[src/rtl/skt_pkg.sv]
package skt_pkg;

  // Field widths of one command word and one result word
  localparam int unsigned KeyW    = 16;
  localparam int unsigned HandleW = 32;
  localparam int unsigned CmdW    = 2;
  localparam int unsigned CountW  = 7;

  // Command codes; code 3 is unused and leaves the table alone
  localparam logic [CmdW-1:0] CMD_INSERT = 2'd0;
  localparam logic [CmdW-1:0] CMD_LOOKUP = 2'd1;
  localparam logic [CmdW-1:0] CMD_REMOVE = 2'd2;

  // One stored entry
  typedef struct packed {
    logic [KeyW-1:0]    key;
    logic [HandleW-1:0] handle;
  } entry_t;

  // Per-cycle action of the cell chain
  typedef enum logic [1:0] {
    OP_HOLD,    // every cell keeps its entry
    OP_ROTATE,  // pop the head, push it back at the tail
    OP_DROP,    // pop the head and discard it
    OP_APPEND   // write the new entry just past the tail
  } cell_op_e;

  // Sequencer states
  typedef enum logic {
    ST_IDLE,
    ST_SCAN
  } state_e;

endpackage

[src/rtl/skt_cell.sv]
module skt_cell #(
  parameter int unsigned Idx  = 0,
  parameter int unsigned CntW = 7
) (
  input  logic               clk_i,
  input  skt_pkg::cell_op_e  op_i,
  input  logic [CntW-1:0]    fill_i,
  input  skt_pkg::entry_t    head_i,
  input  skt_pkg::entry_t    next_i,
  input  skt_pkg::entry_t    new_i,
  output skt_pkg::entry_t    entry_o
);

  skt_pkg::entry_t entry_q, entry_d;

  // Local select: keep, take from the right neighbor, take the head or the new entry
  always_comb begin
    entry_d = entry_q;
    unique case (op_i)
      skt_pkg::OP_HOLD: begin
        entry_d = entry_q;
      end
      skt_pkg::OP_APPEND: begin
        if (fill_i == CntW'(Idx)) begin
          entry_d = new_i;
        end
      end
      skt_pkg::OP_ROTATE: begin
        // tail cell receives the popped head, the rest move one toward the head
        entry_d = (fill_i == CntW'(Idx + 1)) ? head_i : next_i;
      end
      skt_pkg::OP_DROP: begin
        entry_d = next_i;
      end
      default: begin
        entry_d = entry_q;
      end
    endcase
  end

  // Payload register, no reset
  always_ff @(posedge clk_i) begin
    entry_q <= entry_d;
  end

  assign entry_o = entry_q;

endmodule

[config.mk]
export PLATFORM = sky130hd
export DESIGN_NAME = skt_cell
export DESIGN_NICKNAME = d
export VERILOG_FILES = /design/src/rtl/skt_pkg.sv /design/src/rtl/skt_cell.sv
export SDC_FILE = /design/constraint.sdc
export NUM_CORES = 1
export LEC_CHECK = 0
export BUFFER_PORTS_ARGS = -buffer_cell sky130_fd_sc_hd__buf_2
export CAP_MARGIN = 20
export CORE_MARGIN = 1
export CORE_UTILIZATION = 25
export CTS_BUF_LIST = sky130_fd_sc_hd__clkbuf_8
export DETAILED_ROUTE_END_ITERATION = 10
export PLACE_DENSITY = 0.58
export SLEW_MARGIN = 30
export SYNTH_ARGS = -nofsm -noshare
export SYNTH_HDL_FRONTEND = slang
export SYNTH_SLANG_ARGS = --single-unit
export TNS_END_PERCENT = 30
[constraint.sdc]
create_clock -name clk_i -period 4.2 [get_ports clk_i]
set_input_delay 0.63 -clock clk_i [delete_from_list [all_inputs] [get_ports clk_i]]
set_output_delay 0.63 -clock clk_i [all_outputs]
set_load 0.01 [all_outputs]
* Word level (Yosys, flattened, before mapping) *
Index checks and enable logic that the tools add are counted.

word-level totals
  flip-flop bits (word level) = 48
  input port bits = 154
  output and inout port bits = 48
  word-level logic and storage cells = 14

operators by class
  eq/ne operators = 5
  mux-type cells = 3
  bitwise logic cells = 1
  reductions and logical operators = 3

operators by type and width
  cell                                                                    number
  48-bit case mux with 3 select lines                                     1
  48-bit two-way mux                                                      2
  7-bit by 1-bit equality test with 1-bit output (second input constant)  1
  7-bit logical NOT                                                       1
  2-bit equality test (second input constant)                             2
  2-bit by 1-bit equality test with 1-bit output (second input constant)  1
  2-bit logical NOT                                                       1
  2-bit != test (second input constant)                                   1
  2-bit AND reduction                                                     1
  1-bit inverter                                                          1

* Longest topological paths before layout *
  word-level depth = 3
  mapped depth = 8
  gate-level depth less buffers = 5

* Worst setup path before layout *
OpenSTA, ideal clock, no wires.

  kind = input to register
  start point = in fill_i[1]
  end point = reg entry_q (netlist bit entry_o[0]), enable pin
  setup time = 0.469 ns
  data arrival time = 4.037 ns
  required time = 3.731 ns
  setup slack = -0.306 ns
  cell stages on the path = 4
  path buffers = 1
  cells stage by stage = or4_1 > clkbuf_1 > or4_1 > a21oi_1

between the ends
  longest elaborated chain between the ends = 3

RTL lines
  what                           line            source
  from (decl)                    skt_cell.sv:7   input logic [CntW-1:0] fill_i,
  7-bit logical NOT              skt_cell.sv:24  if (fill_i == CntW'(Idx)) begin
  2-bit != test (no line)        n/a
  2-bit AND reduction (no line)  n/a
  to (signal assigned)           skt_cell.sv:43  entry_q <= entry_d;
  to (decl)                      skt_cell.sv:14  skt_pkg::entry_t entry_q, entry_d;

No other way between the ends.
A chain may end at the register's enable or synchronous reset.

* Worst setup path in the final report *
  start point = in fill_i[1]
  end point = reg entry_q (netlist bit entry_o[9]), enable pin

The elaborated chain is that of the path after synthesis.

==> out/qor.json <==
{
  "run_status": {"value": "finished, final reports clean"},
  "maxSlewHeadroom": {"value": 54.0, "unit": "%"},
  "cts_sinks": {"value": 48},
  "clock_power_share": {"value": 19.6, "unit": "%"},
  "synth_cell_types": {"value": 18},
  "detail_route.first_pass.iterations": {"value": 5},
  "global_route_wire_length_before_repair": {"value": 19500, "unit": "um"},
  "synth_top_flop_cell": {"value": "sky130_fd_sc_hd__edfxtp_1"},
  "crit_chain": {"value": "buf_2, or4_2, or4_1, a21oi_4, buf_4"},
  "p_sw_share": {"value": 31.6, "unit": "%"},
  "dominant_cells_by_area_after_synthesis": {"value": "sky130_fd_sc_hd__edfxtp_1, sky130_fd_sc_hd__o211ai_1, sky130_fd_sc_hd__o21a_1, sky130_fd_sc_hd__a31oi_1, sky130_fd_sc_hd__nand4_1"},
  "half_perimeter_wire_length_after_placement": {"value": 8520, "unit": "um"},
  "period_minus_slack": {"value": 2660, "unit": "ps"},
  "num_io_pins": {"value": 202},
  "hold_buffers": {"value": 0},
  "syn2layout_area_growth": {"value": 35.1, "unit": "%"},
  "clock_path_buffers": {"value": 2},
  "cts_max_level": {"value": 2},
  "floorplan.initialDensity": {"value": 25.8, "unit": "%"},
  "io_buffer_count": {"value": 201},
  "clk_transition_reported_paths": {"value": 90, "unit": "ps"},
  "end_kind": {"value": "flip-flop"},
  "postRouteAntennaNets": {"value": 0},
  "timing.critical_path.arrival": {"value": 2590, "unit": "ps"},
  "grt_setup_unrepaired": {"value": "no"},
  "detail_route.vias_per_cell": {"value": 5.53},
  "die-height": {"value": 122, "unit": "um"},
  "drive_above_1_share": {"value": 39.3, "unit": "%"},
  "report.final.slew_viol_count": {"value": 0},
  "globalplace.congestion": {"value": 0.751},
  "drt-wirelength-per-cell": {"value": 17.0, "unit": "um"},
  "grt_start_max_net_pins": {"value": 62},
  "synth.net_count": {"value": 553},
  "clock_buffer_count_from_cts": {"value": 5},
  "post_route_total_power": {"value": 0.00133, "unit": "W"},
  "tcrit_tclk_final": {"value": 63.3, "unit": "%"},
  "critPathMaxStageDelay": {"value": 670, "unit": "ps"},
  "timing.critical_path.buf_inv": {"value": 2},
  "highest_clock_frequency_the_design_can_meet": {"value": 376, "unit": "MHz"},
  "ys_seq_elements": {"value": 48},
  "finalWorstSetupSlack": {"value": 1540, "unit": "ps"},
  "detailedRoute.firstIterationViolations": {"value": 219},
  "grt_util_all_layers": {"value": 16.3, "unit": "%"},
  "post_synth_arst_share": {"value": 0, "unit": "%"},
  "nets": {"value": 722},
  "intPower": {"value": 0.000911, "unit": "W"},
  "overflow": {"value": 0},
  "cts.repair_timing.setup_buffer_count": {"value": 0},
  "cts_root_buf": {"value": "sky130_fd_sc_hd__clkbuf_8"},
  "required": {"value": 4130, "unit": "ps"},
  "worst_slew_pin_slew": {"value": 690, "unit": "ps"},
  "timing_hold_violations_final": {"value": 0},
  "yosys_warnings": {"value": 0},
  "synth.cell_area": {"value": 0.00360, "unit": "mm^2"},
  "antenna_found_initial": {"value": 1},
  "psw": {"value": 0.000420, "unit": "W"},
  "number_of_synthesized_flops_with_an_enable_pin": {"value": 48},
  "setup_viol_count_final": {"value": 0},
  "drc": {"value": 0},
  "sequentialPowerShare": {"value": 47.7, "unit": "%"},
  "cts_tree": {"value": "built"},
  "ctsResizeCount": {"value": 0},
  "critical_path_top_delay_cell": {"value": "sky130_fd_sc_hd__or4_2"},
  "mostFrequentLayoutCell": {"value": "sky130_fd_sc_hd__buf_2"},
  "power_density": {"value": 274, "unit": "mW/mm^2"},
  "hold_path.class": {"value": "input port to flip-flop"},
  "cap_viol_max_count": {"value": 0},
  "max-vdd-ir-drop": {"value": 104, "unit": "uV"},
  "kind_of_cell_adding_the_most_delay_to_the_critical_path": {"value": "simple AND/OR/NAND/NOR gates"},
  "yosysTopAreaCell": {"value": "sky130_fd_sc_hd__edfxtp_1"},
  "synth_largest_type_area_fraction": {"value": 40.0, "unit": "%"},
  "rows": {"value": 43},
  "dp_slack": {"value": 1200, "unit": "ps"},
  "critPathMaxFanout": {"value": 48},
  "setup-tns-final": {"value": 0, "unit": "ps"},
  "largest_register_ff_count": {"value": 48},
  "routed_wl": {"value": 12700, "unit": "um"},
  "core-area": {"value": 0.0140, "unit": "mm^2"},
  "dieArea": {"value": 0.0149, "unit": "mm^2"},
  "pwr-share-comb": {"value": 32.7, "unit": "%"},
  "postSynthAreaPerCell": {"value": 9.12, "unit": "um^2"},
  "grt_pass1_vias": {"value": 4178},
  "p_leak": {"value": 1.93, "unit": "nW"},
  "worst-setup-path-type": {"value": "input port to flip-flop"},
  "portion_of_the_post_synthesis_area_used_by_sequential_elements": {"value": 40.0, "unit": "%"},
  "synth_instances": {"value": 395},
  "die-width": {"value": 122, "unit": "um"},
  "via_count": {"value": 4126},
  "start_kind": {"value": "input port"}
}
[layer usage]
layer | track usage (%) | vias to the layer above | wire, um
li1 | - | 1932 | -
met1 | 19.8 | 1966 | 5300
met2 | 28.7 | 208 | 6150
met3 | 3.46 | 20 | 1020
met4 | 5.09 | 0 | 188
met5 | 0 | - | 0
[area by class of cell]
cell class              count  area (um^2)
clock inverters             3         11.3
well taps                 180          225
diodes                      1         2.50
repair buffers            209         1090
fillers                  1475         9120
multi-input cells         298         2020
clock buffers               5         68.8
flip-flops and latches     48         1440
inverters                   2         7.51
[worst paths after layout]
check / from / endpoint / depth (start not counted)
worst max-delay path: fill_i[1] / entry_o[9] / 5
worst min-delay path: head_i[43] / entry_o[43] / 3
[Yosys cell counts, types with 2 or more instances]
cell,number
sky130_fd_sc_hd__a31oi_1,48
sky130_fd_sc_hd__buf_1,4
sky130_fd_sc_hd__buf_2,6
sky130_fd_sc_hd__buf_6,2
sky130_fd_sc_hd__clkbuf_1,35
sky130_fd_sc_hd__edfxtp_1,48
sky130_fd_sc_hd__ha_1,4
sky130_fd_sc_hd__inv_1,2
sky130_fd_sc_hd__nand3_1,48
sky130_fd_sc_hd__nand4_1,48
sky130_fd_sc_hd__nor2b_1,48
sky130_fd_sc_hd__o211ai_1,48
sky130_fd_sc_hd__o21a_1,48
sky130_fd_sc_hd__or4_1,2
[power groups by stage]
stage	Sequential (W)	Clock, W	Combinational, W
finish	0.000635	0.000261	0.000435
global route	0.000641	0.000299	0.000476
CTS	0.000637	0.000279	0.000436
detailed placement	0.000647	0	0.000435
global placement	0.000645	0	0.000412
floorplan	0.000681	0	0.000186
[through the flow]
| step | std cells | hold slack, ps | util (%) | instance area [um^2] |
|---|---|---|---|---|
| after floorplan | 395 | 853 | - | 3610 |
| final | 746 | 658 | 34.8 | 4870 |
| after global routing | 745 | 657 | 34.8 | 4860 |
| after detailed placement | 737 | 965 | 34.2 | 4780 |
| after global placement | 735 | 966 | 33.7 | 4720 |
| after CTS | 745 | 648 | 34.8 | 4860 |
[kinds of logic (layout without fill, tap and decap cells)]
logic type | count (synthesis) | after routing | synth area share [%]
fa+ha+maj | 4 | 4 | 1.39
other cells | 0 | 1 | 0
buf+inv | 49 | 219 | 5.73
simple gates | 149 | 149 | 24.4
flops | 48 | 48 | 40.0
compound gates | 145 | 145 | 28.5
No activity file was read; power rests on OpenSTA's default activity.
